==> config.mk <==
export PLATFORM = sky130hd
export DESIGN_NAME = feedback_bus_scan_change_events
export DESIGN_NICKNAME = d
export VERILOG_FILES = /design/src/design/fbsce_pkg.sv /design/src/design/fbsce_contact_store.sv /design/src/design/feedback_bus_scan_change_events.sv
export VERILOG_INCLUDE_DIRS = /design/src /design/src/design
export SDC_FILE = /design/constraint.sdc
export NUM_CORES = 1
export LEC_CHECK = 0
export ABC_AREA = 1
export BUFFER_PORTS_ARGS = -buffer_cell sky130_fd_sc_hd__buf_2
export CAP_MARGIN = 20
export CORE_UTILIZATION = 40
export DETAILED_ROUTE_END_ITERATION = 7
export MAX_ROUTING_LAYER = met4
export PLACE_DENSITY_LB_ADDON = 0.12
export SKIP_LAST_GASP = 1
export SYNTH_ARGS = -nofsm -noshare
export SYNTH_HDL_FRONTEND = slang
export SYNTH_HIERARCHICAL = 1
export SYNTH_SLANG_ARGS = --single-unit
==> constraint.sdc <==
create_clock -name clk -period 25.6 [get_ports clk]
set_input_delay 2.56 -clock clk [delete_from_list [all_inputs] [get_ports clk]]
set_output_delay 2.56 -clock clk [all_outputs]
set_load 0.05 [all_outputs]
==> src/design/feedback_bus_scan_change_events_macros.svh <==
// assertion macros shared by the feedback bus scanner rtl
// depends on clk and rst_n being visible where a macro is used
`ifndef FEEDBACK_BUS_SCAN_CHANGE_EVENTS_MACROS_SVH
`define FEEDBACK_BUS_SCAN_CHANGE_EVENTS_MACROS_SVH

// same-cycle property, checked outside reset
`define FBSCE_ASSERT(label, prop, msg) \
    label: assert property (@(posedge clk) disable iff (!rst_n) (prop)) else $error(msg);

// condition this cycle implies a property on the next cycle
`define FBSCE_ASSERT_STEP(label, cond, nxt, msg) \
    label: assert property (@(posedge clk) disable iff (!rst_n) (cond) |=> (nxt)) else $error(msg);

`endif

==> src/design/fbsce_pkg.sv <==
// shared constants and types for the feedback bus scanner
// no dependencies
`default_nettype none

package fbsce_pkg;

    localparam int MAX_MODULES         = 32;
    localparam int CONTACTS_PER_MODULE = 16;
    localparam int NUM_CONTACTS        = MAX_MODULES * CONTACTS_PER_MODULE;
    localparam int CONTACT_AW          = $clog2(NUM_CONTACTS);
    localparam int NBITS_W             = $clog2(NUM_CONTACTS + 1);
    localparam int CPM_SHIFT           = $clog2(CONTACTS_PER_MODULE);
    localparam int MOD_EFF_W           = $clog2(MAX_MODULES + 1);
    localparam int GAP_W               = $clog2(MAX_MODULES + 2);
    localparam int TICK_W              = 27;

    localparam int MODULE_W  = 6;
    localparam int OFFSET_W  = 10;
    localparam int UNIT_W    = 16;
    localparam int CFG_DW    = 16;
    localparam int CFG_AW    = 2;
    localparam int ID_W      = 32;
    localparam int NUM_W     = 15;

    localparam logic [ID_W-1:0]     EVENT_ID_BASE = 32'h80220B01;
    localparam logic [MODULE_W-1:0] MODULE_RESET  = 6'd1;
    localparam logic [OFFSET_W-1:0] OFFSET_RESET  = 10'd0;
    localparam logic [UNIT_W-1:0]   UNIT_RESET    = 16'd100;
    localparam logic [UNIT_W-1:0]   UNIT_MIN      = 16'd2;

    localparam logic [CFG_AW-1:0] CFG_MODULE_COUNT  = 2'd0;
    localparam logic [CFG_AW-1:0] CFG_SENSOR_OFFSET = 2'd1;
    localparam logic [CFG_AW-1:0] CFG_UNIT_TICKS    = 2'd2;

    typedef struct packed {
        logic                  en;
        logic [CONTACT_AW-1:0] addr;
        logic                  data;
    } contact_wr_t;

endpackage

`default_nettype wire

==> src/design/fbsce_contact_store.sv <==
// contact level memory with a clearing pass after reset and registered read
// depends on fbsce_pkg and the shared assertion macros
`default_nettype none
`include "feedback_bus_scan_change_events_macros.svh"

module fbsce_contact_store
    import fbsce_pkg::*;
(
    input  wire logic                  clk,
    input  wire logic                  rst_n,
    input  wire contact_wr_t           wr,
    input  wire logic [CONTACT_AW-1:0] rd_addr,
    output logic                       rd_data,
    output logic                       ready
);

    logic                  mem [NUM_CONTACTS];
    logic                  clear_reg;
    logic [CONTACT_AW-1:0] clear_addr_reg;
    logic                  rd_data_reg;

    always_ff @(posedge clk or negedge rst_n)
    begin
        if (!rst_n)
        begin
            clear_reg      <= 1'b1;
            clear_addr_reg <= '0;
        end
        else if (clear_reg)
        begin
            clear_addr_reg <= clear_addr_reg + 1'b1;
            if (clear_addr_reg == CONTACT_AW'(NUM_CONTACTS - 1))
            begin
                clear_reg <= 1'b0;
            end
        end
    end

    always_ff @(posedge clk)
    begin
        if (clear_reg)
        begin
            mem[clear_addr_reg] <= 1'b0;
        end
        else if (wr.en)
        begin
            mem[wr.addr] <= wr.data;
        end
        rd_data_reg <= mem[rd_addr];
    end

    assign rd_data = rd_data_reg;
    assign ready   = !clear_reg;

    `FBSCE_ASSERT(a_no_write_in_clear, !(wr.en && clear_reg), "contact write during clear")
    `FBSCE_ASSERT_STEP(a_clear_advances, clear_reg && clear_addr_reg != CONTACT_AW'(NUM_CONTACTS - 1), clear_reg && clear_addr_reg == CONTACT_AW'($past(clear_addr_reg) + 1'b1), "clear pass skipped an entry")
    `FBSCE_ASSERT_STEP(a_clear_stays_done, !clear_reg, !clear_reg, "clear pass restarted")

endmodule

`default_nettype wire

==> src/design/feedback_bus_scan_change_events.sv <==
// Feedback bus scanner: one input word is one tick of the bus sequencer, and every
// accepted word gives exactly one output word with the load, clock and reset line
// levels for that tick plus an optional contact change event. One word is taken per
// clock cycle while in_ready is high, and each result is registered. A skid register
// behind the output register takes one more word when the output stalls, after which
// in_ready drops until the output moves again.
// After reset the 512-entry contact memory is cleared one entry per cycle, so
// in_ready stays low until the clearing is done. Configuration writes are taken at
// any time but are meant for idle periods.
// depends on fbsce_pkg, fbsce_contact_store and the shared assertion macros
`default_nettype none
`include "feedback_bus_scan_change_events_macros.svh"

module feedback_bus_scan_change_events
    import fbsce_pkg::*;
(
    input  wire logic                clk,
    input  wire logic                rst_n,
    input  wire logic                cfg_write,
    input  wire logic [CFG_AW-1:0]   cfg_index,
    input  wire logic [CFG_DW-1:0]   cfg_data,
    input  wire logic                in_valid,
    output logic                     in_ready,
    input  wire logic                data_level,
    output logic                     out_valid,
    input  wire logic                out_ready,
    output logic                     load_line,
    output logic                     clock_line,
    output logic                     reset_line,
    output logic                     event_valid,
    output logic [ID_W-1:0]          event_id,
    output logic [NUM_W-1:0]         contact_number,
    output logic                     contact_value
);

    typedef enum logic [2:0] {
        PH_LOAD,
        PH_CLK_HI,
        PH_CLK_LO,
        PH_RST_HI,
        PH_RST_LO,
        PH_BIT_LOW,
        PH_BIT_CLK,
        PH_GAP
    } phase_t;

    typedef struct packed {
        logic             load_line;
        logic             clock_line;
        logic             reset_line;
        logic             event_valid;
        logic [ID_W-1:0]  event_id;
        logic [NUM_W-1:0] contact_number;
        logic             contact_value;
    } result_t;

    logic [MODULE_W-1:0] module_count_reg;
    logic [OFFSET_W-1:0] sensor_offset_reg;
    logic [UNIT_W-1:0]   unit_ticks_reg;

    phase_t                phase_reg, phase_next;
    logic [TICK_W-1:0]     ticks_reg, ticks_next;
    logic [CONTACT_AW-1:0] bit_pos_reg, bit_pos_next;

    result_t out_reg, skid_reg, res_next;
    logic    out_valid_reg, skid_valid_reg;

    logic                  store_ready;
    logic                  stored_level;
    contact_wr_t           wr;
    logic                  in_fire;

    logic [UNIT_W-1:0]     unit_eff;
    logic [UNIT_W-2:0]     half;
    logic [MOD_EFF_W-1:0]  mod_eff;
    logic [NBITS_W-1:0]    nbits;
    logic [NBITS_W-1:0]    bit_pos_inc;
    logic [GAP_W-1:0]      gap_units;
    logic [GAP_W+UNIT_W-1:0] gap_prod;
    logic [TICK_W-1:0]     phase_len;
    logic [TICK_W-1:0]     ticks_inc;
    logic                  sample;
    logic                  change;

    fbsce_contact_store u_store (
        .clk     (clk),
        .rst_n   (rst_n),
        .wr      (wr),
        .rd_addr (bit_pos_reg),
        .rd_data (stored_level),
        .ready   (store_ready)
    );

    assign in_ready = store_ready && !skid_valid_reg;
    assign in_fire  = in_valid && in_ready;

    // effective register values
    always_comb
    begin
        unit_eff    = (unit_ticks_reg < UNIT_MIN) ? UNIT_MIN : unit_ticks_reg;
        half        = unit_eff[UNIT_W-1:1];
        mod_eff     = (MOD_EFF_W'(module_count_reg) > MOD_EFF_W'(MAX_MODULES))
                      ? MOD_EFF_W'(MAX_MODULES) : MOD_EFF_W'(module_count_reg);
        nbits       = NBITS_W'(mod_eff) << CPM_SHIFT;
        gap_units   = GAP_W'(MAX_MODULES + 1) - GAP_W'(mod_eff);
        gap_prod    = gap_units * unit_eff;
        bit_pos_inc = NBITS_W'(bit_pos_reg) + 1'b1;
        ticks_inc   = ticks_reg + 1'b1;
    end

    // tick evaluation
    always_comb
    begin
        res_next = '0;
        unique case (phase_reg)
            PH_LOAD, PH_CLK_LO, PH_RST_LO:
            begin
                res_next.load_line = 1'b1;
            end
            PH_CLK_HI:
            begin
                res_next.load_line  = 1'b1;
                res_next.clock_line = 1'b1;
            end
            PH_RST_HI:
            begin
                res_next.load_line  = 1'b1;
                res_next.reset_line = 1'b1;
            end
            PH_BIT_CLK:
            begin
                res_next.clock_line = 1'b1;
            end
            default:
            begin
            end
        endcase

        sample = (phase_reg == PH_BIT_LOW) && (ticks_reg == TICK_W'(half));
        change = sample && (stored_level != data_level);
        if (change)
        begin
            res_next.event_valid    = 1'b1;
            res_next.event_id       = EVENT_ID_BASE + ID_W'(sensor_offset_reg);
            res_next.contact_number = (NUM_W'(sensor_offset_reg) << CPM_SHIFT)
                                      + NUM_W'(bit_pos_reg) + 1'b1;
            res_next.contact_value  = data_level;
        end

        wr.en   = in_fire && change;
        wr.addr = bit_pos_reg;
        wr.data = data_level;

        unique case (phase_reg)
            PH_BIT_LOW: phase_len = TICK_W'({half, 1'b0});
            PH_GAP:     phase_len = TICK_W'(gap_prod) << CPM_SHIFT;
            default:    phase_len = TICK_W'(unit_eff);
        endcase

        phase_next   = phase_reg;
        bit_pos_next = bit_pos_reg;
        ticks_next   = ticks_inc;
        if (ticks_inc >= phase_len)
        begin
            ticks_next = '0;
            unique case (phase_reg)
                PH_LOAD:    phase_next = PH_CLK_HI;
                PH_CLK_HI:  phase_next = PH_CLK_LO;
                PH_CLK_LO:  phase_next = PH_RST_HI;
                PH_RST_HI:  phase_next = PH_RST_LO;
                PH_RST_LO:
                begin
                    bit_pos_next = '0;
                    phase_next   = (nbits != '0) ? PH_BIT_LOW : PH_GAP;
                end
                PH_BIT_LOW: phase_next = PH_BIT_CLK;
                PH_BIT_CLK:
                begin
                    if (bit_pos_inc < nbits)
                    begin
                        bit_pos_next = bit_pos_inc[CONTACT_AW-1:0];
                        phase_next   = PH_BIT_LOW;
                    end
                    else
                    begin
                        bit_pos_next = '0;
                        phase_next   = PH_GAP;
                    end
                end
                PH_GAP:     phase_next = PH_LOAD;
                default:    phase_next = PH_LOAD;
            endcase
        end
    end

    always_ff @(posedge clk or negedge rst_n)
    begin
        if (!rst_n)
        begin
            module_count_reg  <= MODULE_RESET;
            sensor_offset_reg <= OFFSET_RESET;
            unit_ticks_reg    <= UNIT_RESET;
            phase_reg         <= PH_LOAD;
            ticks_reg         <= '0;
            bit_pos_reg       <= '0;
            out_reg           <= '0;
            skid_reg          <= '0;
            out_valid_reg     <= 1'b0;
            skid_valid_reg    <= 1'b0;
        end
        else
        begin
            if (cfg_write)
            begin
                unique case (cfg_index)
                    CFG_MODULE_COUNT:  module_count_reg  <= cfg_data[MODULE_W-1:0];
                    CFG_SENSOR_OFFSET: sensor_offset_reg <= cfg_data[OFFSET_W-1:0];
                    CFG_UNIT_TICKS:    unit_ticks_reg    <= cfg_data[UNIT_W-1:0];
                    default:
                    begin
                    end
                endcase
            end

            if (in_fire)
            begin
                phase_reg   <= phase_next;
                ticks_reg   <= ticks_next;
                bit_pos_reg <= bit_pos_next;
            end

            // main output word plus skid word
            if (out_valid_reg && out_ready)
            begin
                if (skid_valid_reg)
                begin
                    out_reg        <= skid_reg;
                    skid_valid_reg <= 1'b0;
                end
                else if (in_fire)
                begin
                    out_reg <= res_next;
                end
                else
                begin
                    out_valid_reg <= 1'b0;
                end
            end
            else if (!out_valid_reg)
            begin
                if (in_fire)
                begin
                    out_reg       <= res_next;
                    out_valid_reg <= 1'b1;
                end
            end
            else if (in_fire)
            begin
                skid_reg       <= res_next;
                skid_valid_reg <= 1'b1;
            end
        end
    end

    assign out_valid      = out_valid_reg;
    assign load_line      = out_reg.load_line;
    assign clock_line     = out_reg.clock_line;
    assign reset_line     = out_reg.reset_line;
    assign event_valid    = out_reg.event_valid;
    assign event_id       = out_reg.event_id;
    assign contact_number = out_reg.contact_number;
    assign contact_value  = out_reg.contact_value;

    `FBSCE_ASSERT(a_skid_needs_out, !skid_valid_reg || out_valid_reg, "skid word without main word")
    `FBSCE_ASSERT(a_no_accept_in_clear, store_ready || !in_ready, "input taken during memory clear")
    `FBSCE_ASSERT(a_event_lines_low, !(out_valid_reg && out_reg.event_valid) || (!out_reg.load_line && !out_reg.clock_line && !out_reg.reset_line), "event word with a bus line driven")
    `FBSCE_ASSERT_STEP(a_hold_without_tick, !in_fire, $stable(phase_reg) && $stable(ticks_reg) && $stable(bit_pos_reg), "sequencer moved without a tick")

endmodule

`default_nettype wire
==> results of run 1 <==
-- area by class of cell --
class | count | area share, %
flip-flops and latches | 679 | 49.3
multi-input cells | 2868 | 35.7
clock buffers | 101 | 5.23
well taps | 1165 | 3.67
inverters | 300 | 2.87
repair buffers | 127 | 2.11
clock inverters | 43 | 1.16
-- cells by family (layout without fill, tap and decap cells) --
logic type                 Yosys count  count (layout)  synth area share [%]
and+or+nand+nor                   2404            2404                  28.0
DFF                                679             679                  54.6
buffers and inverters              550             571                  6.06
AOI/OAI and AO/OA                  277             277                  4.28
adders and majority gates          129             129                  5.70
xor gates and xnor gates            58              58                  1.42
-- worst min-delay path, cell delays in order (launching register included) --
cell     delay (ps)
dfrtp_1         340
nand2_1          50
nand2_1          50
-- layer usage --
layer,wire length [µm],share of wire [%],GRT usage (%)
met1,49500,46,34.1
met2,49400,46,37.5
met3,5390,5.0,2.36
met4,2780,2.6,6.97
met5,0,0,-
-- final timing paths --
path,startpoint,end,slack (ps),cells past startpoint
max,module_count_reg[5],ticks_reg[23],18000,32
min,skid_reg[49],skid_reg[49],470,2
max reg2reg,module_count_reg[5],ticks_reg[23],18000,32
min reg2reg,skid_reg[49],skid_reg[49],470,2
max in group asynchronous,rst_n,u_store/clear_reg,22470,3
min in group asynchronous,rst_n,skid_reg[26],2010,1
-- per-stage QoR --
stage	worst slack, ps	hold slack, ps	instances
2_1_floorplan	7350	442	4097
3_3_place_gp	18280	458	5136
3_5_place_dp	18110	461	5136
4_1_cts	18040	473	5280
5_1_grt	17260	495	5283
6_report	18000	470	5283
-- power by group through the flow --
stage	clock (µW)	combinational (µW)	sequential, µW
5_1_grt	1170	1180	1300
6_report	1110	1040	1290
3_5_place_dp	0	1040	1310
4_1_cts	1130	1040	1290
2_1_floorplan	0	683	1390
3_3_place_gp	0	1030	1310
-- cells in the final DEF (no fill, tap or decap), types with 22 or more instances in the layout --
cell type,instances
nand2_1,990
o22ai_1,28
nand3_1,559
nor2_1,731
edfxtp_1,512
o21ai_0,86
o21ai_1,24
nand4_1,38
buf_2,76
clkbuf_16,79
dfrtp_1,157
fa_1,57
inv_1,285
ha_1,72
buf_4,46
clkinv_1,23
a21oi_1,103
nand2_2,22
xor2_1,45
==> run metrics, run 1 <==
status finished with violations; violated checks DRC; Fmax achieved 0.132 GHz; Inserted Diodes 0; Die ar. 0.0908 mm²; WP data required around 26,000 ps; Slew @ Worst Pin ~1200 ps; initial antenna violation count 0; Seq pwr share between 30% and 40%; Yosys reg bits between 600 and 700; Placer Congestion around 0.90; Root Driver clkbuf_16; largest cells by area after synthesis edfxtp_1, dfrtp_1, nand2_1; max-slew violations 0; post-synth top area share roughly 43%; share of cells above drive strength 1 under 10%; WL final about 110 mm; All-Layer GR Usage approximately 24%; Slew headroom a little over a fifth; post-layout min period around 7600 ps; unrepaired setup endpoints after global routing no; DPL Wire Length 60.9 mm; Slowest-stage cell, CP fa_1; sequential share of the synthesized area between 50% and 60%; top-count cell post-synth nand2_1; total power 3440 µW; Final period util between 20% and 30%; die span in y 301 µm; final antenna-violating net count 0; total number of vias roughly 28,000; arrival time worst endpoint 8140 ps; Pwr Density around 87 mW/mm²; setup TNS 0 ps; Clock Path Buffers 3; Fillers 8,769; DP Area roughly 0.037 mm²; Clock Power Share 32.2%; Synth area leader edfxtp_1; cts hold-fix bufs 0; Post-Route Utilization between 40% and 50%; Rows around 110; endpoint class of the critical path flip-flop; Resized cells post-CTS 0; CP Max Fanout 23; Critical Path Most Common Cell nand2_1; synthesized area per cell a little under 9 µm²; postcts setup bufs 0; # port buffers just under 80; Lkg Pwr 0.0165 µW; Top FF cell, synth edfxtp_1; Synth cell types 54; CTS tree done; commonest cells in the netlist nand2_1, nor2_1, nand3_1, edfxtp_1, inv_1; Startpoint Class flip-flop; classification of the worst setup path reg -> reg; Sink Count roughly 680; Switching Fraction roughly 37%; clock transition at the registers of the reported paths 60 ps; DR WL/cell ~20 µm; Reg area a little under 0.02 mm²; vias in the first global route ~27,000; Worst Hold Class reg -> reg; VDD IR max ~0.055 mV; Syn. warnings 6; # setup viols final 0; Internal Dissipation approximately 2200 µW; Cells after Synth just over 4,000; DRT iter0 DRCs between 2,000 and 2,500; skew final just under 70 ps; fin area ~0.04 mm²; Initial Util between 40% and 50%; Residual DRC 6; GRT overflow 0; number of synthesized flops with an enable pin slightly above 500; Largest register FFs 512; CTS Buf Count between 70 and 80; Multi-input gate area between 0.01 and 0.015 mm²; core area slightly below 0.09 mm²; first-pass GRT wire length ~160 mm; vias per cell about 5.3; synthesized area between 0.03 and 0.04 mm²; clock insertion delay at the later pin of the skew report 660 ps; combinational cell fraction of total power 30.3%; # nets final about 4,200; syn nets ~4,300; Psw approximately 1300 µW; final hold vios 0; Syn-to-layout area delta 10.8%; Buf/Inv on CP 5; max incr delay on CP about 560 ps; Die W 301 µm; largest net degree at the start of global routing 157; FFs w/ async S/R, synth between 20 and 25%; H-Tree Depth 3; max_cap viols 0; Pre-antenna DRT Iters 7; Worst path top cell family by delay adder cells; I/O pin total 78
No activity file was read; power rests on OpenSTA's default activity.
==> run 2: changes to the inputs <==
Clock period 25.6 ns to 7.34 ns, I/O delays scaled along.
==> run 2 against run 1 <==
The flow now finishes without violations; die area did not move; wire length down 1.6%; sequential power grew to 3.5 times the previous value; register-to-register slack got worse by 17000 ps; clock-buffer cell count rose by 4; clock skew decreased by 34 ps; power rose to 3.5 times the previous value; setup slack got worse by 17000 ps; clock power increased to 3.3 times the previous value.
==> run metrics, run 2 (synthesis gave the netlist of run 1 again) <==
VDD IR max 0.185 mV (was 0.0551 mV); most frequent cells in the layout nand2_1, nor2_1, nand3_1 (unchanged); Critical Path Most Common Cell inv_1 (was nand2_1); Switching Fraction 36.1% (was 36.5%); largest net degree at the start of global routing 303 (was 157); Initial Util 40.5% (unchanged); status finished clean (was finished with violations); # port buffers 77 (unchanged); Inserted Diodes 0 (unchanged); Clock Power Share 31.1% (was 32.2%); first-pass GRT wire length 160 mm (was 164 mm); Slew @ Worst Pin 1460 ps (was 1180 ps); Die ar. 0.0908 mm² (unchanged); CTS Buf Count 77 (was 79); max-slew violations 0 (unchanged); Seq pwr share 38.0% (was 37.6%); Lkg Pwr 0.0164 µW (was 0.0165 µW); max_cap viols 0 (unchanged); Placer Congestion 0.881 (was 0.897); Final period util 91.5% (was 29.7%); I/O pin total 78 (unchanged); clock insertion delay at the later pin of the skew report 640 ps (was 660 ps); All-Layer GR Usage 23.8% (was 24.4%); combinational cell fraction of total power 30.9% (was 30.3%); Fmax achieved 0.149 GHz (was 0.132 GHz); DRT iter0 DRCs 2,401 (was 2,395); Pwr Density 300 mW/mm² (was 86.7 mW/mm²); share of cells above drive strength 1 7.90% (was 7.67%); Sink Count 679 (unchanged); total number of vias 27,871 (was 28,118); # setup viols final 0 (unchanged); Rows 109 (unchanged); vias per cell 5.28 (was 5.32); fin area 0.0396 mm² (was 0.0397 mm²); endpoint class of the critical path flip-flop (unchanged); commonest non-fill, non-tap cell in the layout nand2_1 (unchanged); H-Tree Depth 3 (unchanged); Largest register FFs 512 (unchanged); unrepaired setup endpoints after global routing no (unchanged); clock transition at the registers of the reported paths 60 ps (about the same); Residual DRC 0 (was 6); WP data required 7830 ps (was 26,130 ps); GRT overflow 0 (unchanged); final hold vios 0 (unchanged); total power 11,900 µW (was 3440 µW); arrival time worst endpoint 7200 ps (was 8140 ps); Psw 4290 µW (was 1260 µW); initial antenna violation count 0 (unchanged); pre-CTS setup slack 308 ps (was 18,110 ps); Slowest-stage cell, CP fa_1 (unchanged); setup TNS 0 ps (unchanged); Pre-antenna DRT Iters 7 (unchanged); Syn-to-layout area delta 10.4% (was 10.8%); Final Worst Setup Slack 625 ps (was 18,000 ps); final antenna-violating net count 0 (unchanged); vias in the first global route 26,159 (was 26,732); DP Area 0.0372 mm² (was 0.0371 mm²); post-layout min period 6720 ps (was 7600 ps); Worst Hold Class in -> async (was reg -> reg); classification of the worst setup path reg -> reg (unchanged); Clock Path Buffers 3 (unchanged); Startpoint Class flip-flop (unchanged); Die W 301 µm (unchanged); Internal Dissipation 7590 µW (was 2190 µW); CTS tree done (unchanged); Root Driver clkbuf_16 (unchanged); DPL Wire Length 59.1 mm (was 60.9 mm); Slew headroom 2.92% (was 21.4%); max incr delay on CP 500 ps (was 560 ps); core area 0.0885 mm² (unchanged); # nets final 4,207 (was 4,208); DR WL/cell 20.0 µm (was 20.3 µm); CP Max Fanout 12 (was 23); die span in y 301 µm (unchanged); WL final 105 mm (was 107 mm); skew final 34.3 ps (was 68.6 ps)
## run 2: changes by cell type in the layout (fill, tap and decap cells not counted), sizes merged
| cell | before | now |
|---|---|---|
| buf | 127 | 128 |
| bufinv | 5 | 3 |
| clkbuf | 101 | 105 |
| clkinv | 35 | 27 |
| clkinvlp | 3 | 0 |
| inv | 300 | 303 |
## run 2: through the flow
step	utilization [%]	cells	hold slack (ps)
2_1_floorplan	-	4097	438
3_3_place_gp	42.0	5139	455
3_5_place_dp	42.0	5139	458
4_1_cts	44.7	5277	74.4
5_1_grt	44.7	5278	97.9
6_report	44.7	5278	75.2
## run 2: area by class of cell
class	count	area [µm²]
sequential	679	19600
clock buffer	105	2080
clock inverter	33	298
fill	8761	48900
multi-input combinational	2868	14200
tap	1165	1460
timing repair buffer	128	812
inverter	300	1140
## run 2: repair_timing
action / CTS / global route
resized for setup: 0 / 9
buffers inserted: 0 / 1
hold buffers: 0 / 0
setup endpoints to repair: 0 / 38
## run 2: final timing paths
kind                                                 from                        end  slack [ps]  depth (start not counted)
worst max-delay path                  module_count_reg[3]               phase_reg[2]         620                         34
worst min-delay path                                rst_n         unit_ticks_reg[13]          80                          1
worst max register to register        module_count_reg[3]               phase_reg[2]         620                         34
worst min register to register  u_store/clear_addr_reg[7]  u_store/clear_addr_reg[7]         470                          1
max in group asynchronous                           rst_n               event_id[29]        5920                          2
min in group clk                             cfg_data[13]         unit_ticks_reg[13]         360                          3
## run 2: critical path, delay by kind of cell, from the launching register on
kind                     cells  cell delay (ps)
AND/OR/NAND/NOR              9             1030
adder cells (fa/ha/maj)      6             2330
flip-flops                   1              400
AO/OA/AOI/OAI               12             2020
buffers and inverters        7              780
## run 2: per-layer routing
layer / part of all wire [%] / track usage [%]
met5: 0 / -
met1: 46 / 33.0
met2: 47 / 37.1
met4: 2.0 / 5.91
met3: 4.8 / 2.74
## run 2: power groups by stage
stage                     clock, µW  sequential (µW)  combinational (µW)
final                          3690             4520                3680
after global routing           3920             4540                4160
after CTS                      3780             4520                3660
after detailed placement          0             4590                3640
after global placement            0             4590                3630
after floorplan                   0             4840                2380
